$ cat src/rtl/bwds_ram.sv
// Generic simple dual-port RAM: one write port, one read port, registered read.
// No dependencies.
`default_nettype none

module bwds_ram #(
  parameter int WIDTH = 1,
  parameter int DEPTH = 1024
) (
  input  wire logic                     clk,
  input  wire logic                     we,
  input  wire logic [$clog2(DEPTH)-1:0] waddr,
  input  wire logic [WIDTH-1:0]         wdata,
  input  wire logic [$clog2(DEPTH)-1:0] raddr,
  output      logic [WIDTH-1:0]         rdata
);

  logic [WIDTH-1:0] mem [DEPTH];

  always_ff @(posedge clk) begin
    if (we) begin
      mem[waddr] <= wdata;
    end
    rdata <= mem[raddr];
  end

endmodule

`default_nettype wire

$ cat config.mk
export PLATFORM = sky130hd
export DESIGN_NAME = bwds_ram
export DESIGN_NICKNAME = d
export VERILOG_FILES = /design/src/rtl/bwds_ram.sv
export SDC_FILE = /design/constraint.sdc
export NUM_CORES = 1
export LEC_CHECK = 0
export ABC_AREA = 1
export BUFFER_PORTS_ARGS = -buffer_cell sky130_fd_sc_hd__buf_4
export CORE_ASPECT_RATIO = 0.75
export CORE_UTILIZATION = 30
export DETAILED_ROUTE_END_ITERATION = 6
export SETUP_SLACK_MARGIN = 0.4
export SLEW_MARGIN = 20
export SYNTH_ARGS = -nofsm -noshare
export SYNTH_HDL_FRONTEND = slang
export SYNTH_SLANG_ARGS = --single-unit
$ cat constraint.sdc
create_clock -name clk -period 2.36 [get_ports clk]
set_clock_uncertainty 0.2 [all_clocks]
set_input_delay 0.472 -clock clk [delete_from_list [all_inputs] [get_ports clk]]
set_output_delay 0.472 -clock clk [all_outputs]
set_load 0.01 [all_outputs]
* Yosys cells after proc, flatten, opt, wreduce, memory -nomap -nowiden
Memories as Yosys holds them, arrays and structs flattened. A register that Yosys moved wholly into a read port is not among the register bits.
Index checks and enable logic that the tools add are counted.
** Word-level totals
- Memories :: 1
- Register bits :: 0
- Input port bits :: 23
- ROM bits :: 0
- Bits in writable memories :: 1024
- Latch bits :: 0
** Memories
- mem :: depth 1024, bits a word 1, rd ports 1, clocked after Yosys merged registers in 1, write ports 1, RTL line 17 : logic [WIDTH-1:0] mem [DEPTH];
** Cells by class
- $mul :: 0
- Shifts and indexed selects :: 0
- Bitwise gates (word level) :: 0
- $add $sub $neg :: 0
- Muxes and demuxes :: 2
- Divide/modulo/power cells :: 0
- Eq/ne operators :: 0
- Reduce and logical (&&, ||, !) cells :: 0
- Magnitude comparators :: 0
** Operators with widths (number)
- two-way mux 1 bit :: 2

* Logic depth before layout (Yosys ltp)
Gate-level depths: netlist of the first run.
- Word-level depth :: 2
- Depth in mapped cells :: 16
- Depth with buffers taken out :: 13

* Worst setup path before layout of the first run
No wires, ideal clock.
- Path type :: input port to flip-flop
- Start point :: input we
- End point :: memory mem[800] (enable)
- Data arrival time :: 1.624 ns
- Slack :: 0.236 ns
- Library setup time :: 0.300 ns
- Path buffers :: 3
- Required time :: 1.860 ns
- Stages on the path :: 5
- Path through :: clkbuf_1 buf_1 nand3_1 clkbuf_1 nor2_1
** Between the ends
- Cells in the longest elaborated chain, start to end :: 2
** RTL lines
- start, declared :: RTL line 10 : input wire logic we,
- two-way mux 1 bit :: RTL line 20 : if (we) begin
- two-way mux 1 bit (implied by the code) :: RTL line 21 : mem[waddr] <= wdata;
- end, declared :: RTL line 17
Every way passes these cells.

==> impl_metrics.json, run 1 <==
{
  "fin_ws_ns": 0.4108,
  "total_power_mw": 38.75,
  "fin_cells": 6825,
  "r2r-start": "mem[879]$_DFFE_PP_",
  "avgRoutedWirePerCell_um": 22.75,
  "antenna_found_initial": 5,
  "setup_viol": 0,
  "cap_violations": 0,
  "dp_slack_ns": -0.4900,
  "r2r_setup_slack_ns": 0.45,
  "hpwlAfterDp_um": 85950,
  "drc": 0,
  "ctsRootBufferMaster": "clkbuf_16",
  "layout_common_cells": "1077 x nand2_1, 1041 x nor2_1, 1024 x edfxtp_1",
  "fillers": 15320,
  "min_path_cells": 3,
  "power_frac_comb": 0.083,
  "hp-start": "waddr[0]",
  "end_kind": "flip-flop",
  "syn_area_per_cell_um2": 9.915,
  "seqPwrFrac": 0.517,
  "totalWireLength_um": 155200,
  "fin_hold_ws_ns": 0.07731,
  "finalNetCount": 4761,
  "p_switching_mw": 9.348,
  "path_max_fanout": 10,
  "seq_area_frac_synth": 0.6633,
  "finalCriticalPeriod_ns": 1.949,
  "start_util": 0.3033,
  "first_iter_violations": 5242,
  "regArea_um2": 30770,
  "antenna_left": 0,
  "syn_area_um2": 46390,
  "cts_tree": "built",
  "drive_gt1_frac": 0.1256,
  "finalWeightedCongestion": 0.8502,
  "synth_nets": 4702,
  "ys_seq_elements": 1025,
  "multi_input_area_um2": 13770,
  "reg2reg_depth": 12,
  "design.die.area_um2": 156200,
  "io_buffer_count": 23,
  "required_ns": 2.76,
  "whs_endpoint": "mem[683]$_DFFE_PP_",
  "p_sw_frac": 0.2412,
  "area.growth.synth_to_final_pct": 18.63,
  "irDropWorstVdd_uv": 544.0,
  "finalCritPeriodShare": 0.8259,
  "ioPinCount": 24,
  "dpl.cell_count": 6631,
  "placementRows": 124,
  "worst_pin_slew_ns": 0.5829,
  "slew_headroom": 0.6108,
  "synth.yosys.warnings": 0,
  "arrival_ns": 2.35,
  "p_clk_frac": 0.401,
  "status": "completed",
  "grt_util_all_layers": 0.1898,
  "hp-class": "primary input to flip-flop",
  "fmax_mhz": 513.0,
  "globalRouteOverflowTotal": 0,
  "syn_inst": 4679,
  "cts_made_buffers": 94,
  "rsz0062_at_grt": "false",
  "dieWidth_um": 456.1,
  "cts.sinks": 1025,
  "cp-start-kind": "primary input",
  "r2r_end": "rdata$_DFF_P_",
  "vias": 35810,
  "routed_via_density": 5.247,
  "clk_pin_slew_ns": 0.07,
  "final_common_cell": "nand2_1",
  "grt_pass1_vias": 33370,
  "grt_pass1_wl_um": 221600,
  "cts_buffer_depth": 3,
  "hold_viol": 0,
  "fin_util": 0.3598,
  "core_um2": 153000,
  "internal_power_mw": 29.41,
  "power_density_nw_per_um2": 704.2,
  "synthDistinctLibCells": 17,
  "h-tree-depth": 3,
  "dieHeight_um": 342.6,
  "drtPass1Iterations": 6,
  "critical_path_class": "primary input to flip-flop",
  "grt_max_degree": 109,
  "clk_latency_ns": 0.73,
  "p_leak_nw": 18.44,
  "final_max_slew_viol_count": 0
}
cell usage after synthesis:
library cell  number  share of area
buf_1             35         0.0028
buf_2            123          0.013
buf_4              7         0.0011
buf_6             50          0.012
buf_8              1        0.00032
clkbuf_1         196          0.016
dfxtp_1            1        0.00043
edfxtp_1        1024           0.66
inv_1             42         0.0034
inv_2              3        0.00024
inv_6              1        0.00019
nand2_1         1102          0.089
nand3_1         1021           0.11
nand4_1            7        0.00094
nor2_1          1042          0.084
nor3_1            22         0.0024
nor3_2             2        0.00043
how the worst max path moves through the flow:
stage / from / endpoint / slack [ns] / cells past startpoint
after detailed placement: raddr[0] / rdata$_DFF_P_ / -0.49 / 16
after global routing: raddr[0] / rdata$_DFF_P_ / 0.38 / 17
final: raddr[0] / rdata$_DFF_P_ / 0.41 / 18
after floorplan: waddr[2] / mem[540]$_DFFE_PP_ / 0.40 / 8
after global placement: raddr[0] / rdata$_DFF_P_ / -0.48 / 15
after CTS: raddr[0] / rdata$_DFF_P_ / 0.32 / 15
power groups by stage:
stage | sequential [mW] | combinational, mW | clock [mW]
2_1_floorplan | 20.4 | 1.44 | 0
3_3_place_gp | 20.4 | 2.89 | 0
3_5_place_dp | 20.4 | 2.90 | 0
4_1_cts | 20.0 | 2.92 | 15.6
5_1_grt | 20.0 | 3.40 | 16.2
6_report | 20.0 | 3.20 | 15.5
routing by layer:
layer  track usage  share of wire  vias to the layer above
met5             0        0.00019                        -
met4       0.06356          0.032                        4
met3       0.04845           0.11                      264
met2        0.2835           0.43                     1854
met1        0.2674           0.42                    17750
li1              -              -                    15940
critical path, cell delays in order:
cell	delay (ns)
buf_16	0.15
clkinv_16	0.10
buf_16	0.17
buf_12	0.16
buf_12	0.14
nand2_1	0.05
nand3_1	0.07
nand3_1	0.09
nand3_1	0.08
nand3_1	0.11
nand3_2	0.09
buf_6	0.15
nand3_2	0.10
nand2_1	0.06
nand2_1	0.07
nand3_2	0.10
nand3_2	0.09
nand2_1	0.05
area by class of cell:
class | count | share of cell area
inverter | 46 | 0.003865
clock inverter | 59 | 0.01043
timing repair buffer | 374 | 0.08675
antenna | 1 | 0.00004547
sequential | 1025 | 0.5591
clock buffer | 107 | 0.04363
multi-input combinational | 3196 | 0.2501
timing repair inverter | 1 | 0.0002046
tap | 2016 | 0.04583
metrics by stage:
step / TNS [ns] / instance area [um2]
after floorplan: 0 / 46510
after global placement: -0.5034 / 51040
after detailed placement: -0.5811 / 51040
after CTS: 0 / 54070
after global routing: 0 / 55040
final: 0 / 55040
kinds of logic (layout without fill, tap and decap cells):
| kind of cell | after synthesis | count (layout) | share of synthesized area |
|---|---|---|---|
| flops | 1025 | 1025 | 0.6633 |
| other cells | 0 | 1 | 0 |
| simple gates | 3196 | 3196 | 0.2874 |
| buf+inv | 458 | 587 | 0.04938 |
registers in the layout, indices dropped and copies added, names as in the netlist:
name and count:
rdata 1, mem 1024
what timing repair did:
action,in CTS,in global routing
endpoints found under the hold margin,28,0
hold buffers,4,0
buffers inserted,0,9
pin swaps,0,8
gates cloned,0,14
setup endpoints to repair,2,1
resized for setup,2,100
(Power assumes the default switching activity.)
==> inputs of run 2 (changes only) <==
--- a/config.mk
+++ b/config.mk
@@ -5,7 +5,7 @@
 export SDC_FILE = /design/constraint.sdc
 export NUM_CORES = 1
 export LEC_CHECK = 0
-export ABC_AREA = 1
+export ABC_AREA = 0
 export BUFFER_PORTS_ARGS = -buffer_cell sky130_fd_sc_hd__buf_4
 export CORE_ASPECT_RATIO = 0.75
 export CORE_UTILIZATION = 30
==> constraint.sdc (replaced) <==
create_clock -name clk -period 1.6 [get_ports clk]
set_clock_uncertainty 0.2 [all_clocks]
set_input_delay 0.32 -clock clk [delete_from_list [all_inputs] [get_ports clk]]
set_output_delay 0.32 -clock clk [all_outputs]
set_load 0.01 [all_outputs]
==> run 2 against run 1 <==
Compared with the run above:
- flip-flop and latch count unchanged
- highest routed layer unchanged
- area after synthesis down 3.7%
- utilization up 5.8 points
- the run now ends with hold timing, setup timing left
- via count down 15%
- sequential power up 47%
==> impl_metrics.json, run 2 <==
{
  "p_sw_frac": 0.2299,
  "whs_endpoint": "mem[280]$_DFFE_PP_",
  "first_iter_violations": 4426,
  "synth.yosys.warnings": 0,
  "clk_pin_slew_ns": 0.07,
  "ys_seq_elements": 1025,
  "antenna_left": 0,
  "core_um2": 147600,
  "grt_pass1_vias": 28880,
  "yosys-top-cells-count": "1036 x nor2_1, 1024 x edfxtp_1, 200 x mux4_2, 186 x clkbuf_1, 123 x mux2i_1",
  "hp-class": "primary input to flip-flop",
  "syn_inst": 3112,
  "min_path_cells": 2,
  "syn_area_um2": 44660,
  "p_switching_mw": 13.28,
  "reg.largest.list": "mem: 1024 flops, rdata: 1 flops",
  "drc": 0,
  "hold_viol": 98,
  "p_clk_frac": 0.409,
  "drtPass1Iterations": 5,
  "irDropWorstVdd_uv": 839.9,
  "io_buffer_count": 23,
  "largest_reg_flops": 1024,
  "finalNetCount": 3517,
  "clk_latency_ns": 0.73,
  "ys.flop_type": "edfxtp_1",
  "syn_area_per_cell_um2": 14.35,
  "drive_gt1_frac": 0.4657,
  "ctsRootBufferMaster": "clkbuf_16",
  "antenna_found_initial": 4,
  "fin_ws_ns": -1.549,
  "dpl.cell_count": 5233,
  "fin_hold_ws_ns": -0.05210,
  "crit_start": "mem[144]$_DFFE_PP_",
  "h-tree-depth": 3,
  "avgRoutedWirePerCell_um": 29.10,
  "path_max_fanout": 2,
  "grt_util_all_layers": 0.2069,
  "dp_slack_ns": -2.361,
  "required_ns": 1.98,
  "synthTopCellsByArea": "edfxtp_1 69%, mux4_2 10%, nor2_1 8.7%, mux2i_1 2.8%, clkbuf_1 1.6%",
  "finalCritPeriodShare": 1.968,
  "finalCriticalPeriod_ns": 3.149,
  "cts_tree": "built",
  "fin_util": 0.4179,
  "synth_edf_count": 1024,
  "synth_top_area_share": 0.6886,
  "end_kind": "flip-flop",
  "critical_path_class": "flip-flop to flip-flop",
  "cts.sinks": 1025,
  "r2r_setup_slack_ns": -1.55,
  "globalRouteOverflowTotal": 0,
  "regMostFlops": "mem",
  "fin_cells": 5561,
  "slew_headroom": 0.4565,
  "worst_pin_slew_ns": 0.8122,
  "r2r_end": "rdata$_DFF_P_",
  "synthDistinctLibCells": 56,
  "reg2reg_depth": 8,
  "power_density_nw_per_um2": 936.3,
  "synth_top_cell_by_area": "edfxtp_1",
  "ioPinCount": 24,
  "grt_pass1_wl_um": 219800,
  "area.growth.synth_to_final_pct": 38.14,
  "synthArstFlopShare": 0,
  "grt_max_degree": 56,
  "cts_hold_buf": 6,
  "design.die.area_um2": 150400,
  "status": "finished, violations left",
  "totalWireLength_um": 161800,
  "cts_made_buffers": 97,
  "cp-start-kind": "flip-flop",
  "p_leak_nw": 18.60,
  "fin_tns_setup_ns": -1.706,
  "internal_power_mw": 44.48,
  "hp-start": "wdata",
  "dieWidth_um": 447.5,
  "vias": 30420,
  "final_max_slew_viol_count": 0,
  "hpwlAfterDp_um": 85600,
  "start_util": 0.3025,
  "power_frac_comb": 0.079,
  "synth_most_common_cell": "nor2_1",
  "setup_viol": 2,
  "placementRows": 122,
  "routed_via_density": 5.471,
  "synth_nets": 3135,
  "layout_common_cells": "1024 x edfxtp_1, 456 x nor2_4, 358 x nor2_1",
  "seqPwrFrac": 0.512,
  "fmax_mhz": 317.5,
  "rsz0062_at_grt": "true",
  "dieHeight_um": 336.1,
  "final_common_cell": "edfxtp_1",
  "cap_violations": 0,
  "arrival_ns": 3.53,
  "seq_area_frac_synth": 0.6890,
  "r2r-start": "mem[144]$_DFFE_PP_",
  "finalWeightedCongestion": 0.8417,
  "violations": "hold timing, setup timing",
  "cts_buffer_depth": 3
}
## run 2: cell types whose count changed after synthesis, sizes merged, moves of 28 or more
cell    previous run  this run
nand2           1102        86
nand3           1021        37
mux4               0       214
mux2i              0       123
buf              216       114
o221ai             0        49
inv               46         4
a21oi              0        37
o22ai              0        28
## run 2: repair_timing
action | CTS | global route
setup endpoints to repair | 278 | 1029
gates cloned | 47 | 19
setup buffers | 48 | 27
endpoints found under the hold margin | 188 | 143
pin swaps | 154 | 238
resized for setup | 457 | 549
## run 2: power groups by stage
| stage | Clock (mW) | Sequential, mW | Combinational, mW |
|---|---|---|---|
| floorplan | 0 | 30.1 | 1.85 |
| global placement | 0 | 30.1 | 3.91 |
| detailed placement | 0 | 30.1 | 3.93 |
| CTS | 23.8 | 29.6 | 4.30 |
| global route | 24.8 | 29.5 | 4.71 |
| finish | 23.6 | 29.5 | 4.58 |
## run 2: per-layer routing
layer | up-vias | routed length (um) | track usage
li1 | 12400 | - | -
met1 | 15890 | 65160 | 0.2976
met2 | 1819 | 70270 | 0.2994
met3 | 306 | 21000 | 0.05952
met4 | 2 | 5249 | 0.06485
met5 | - | 122 | 0
## run 2: critical path, stage by stage, from the launching register on
cell and delay [ns]:
edfxtp_1 0.38, mux4_2 0.47, mux4_2 0.56, nor2b_1 0.17, a31oi_1 0.45, buf_4 0.20
a311oi_1 0.19, nor4_2 0.22, o2111ai_1 0.18
## run 2: cells by family after synthesis
| group | synth area share |
|---|---|
| compound gates | 0.02830 |
| simple gates | 0.1123 |
| mux | 0.1374 |
| buf+inv | 0.03298 |
| flops | 0.6890 |
## run 2: how the worst max path moves through the flow
stage	endpoint	slack, ns	cells past startpoint
4_1_cts	rdata$_DFF_P_	-1.42	7
5_1_grt	rdata$_DFF_P_	-1.54	10
2_1_floorplan	rdata$_DFF_P_	-1.09	12
3_3_place_gp	rdata$_DFF_P_	-2.78	11
6_report	rdata$_DFF_P_	-1.55	8
3_5_place_dp	rdata$_DFF_P_	-2.36	11
## run 2: cell type report
| type | count | area (um2) |
|---|---|---|
| Antenna cell | 2 | 5.005 |
| Clock buffer | 115 | 2516 |
| Clock inverter | 65 | 636.9 |
| Fill cell | 13050 | 85920 |
| Inverter | 6 | 22.52 |
| Multi-Input combinational cell | 1778 | 16940 |
| Sequential cell | 1025 | 30770 |
| Tap cell | 1984 | 2482 |
| Timing Repair Buffer | 586 | 8310 |
## run 2: per-stage QoR
| step | cell area (um2) | total power [mW] |
|---|---|---|
| floorplan | 46530 | 31.99 |
| global placement | 52060 | 34.04 |
| detailed placement | 52070 | 34.06 |
| CTS | 58830 | 57.63 |
| global route | 61690 | 59.04 |
| finish | 61690 | 57.76 |
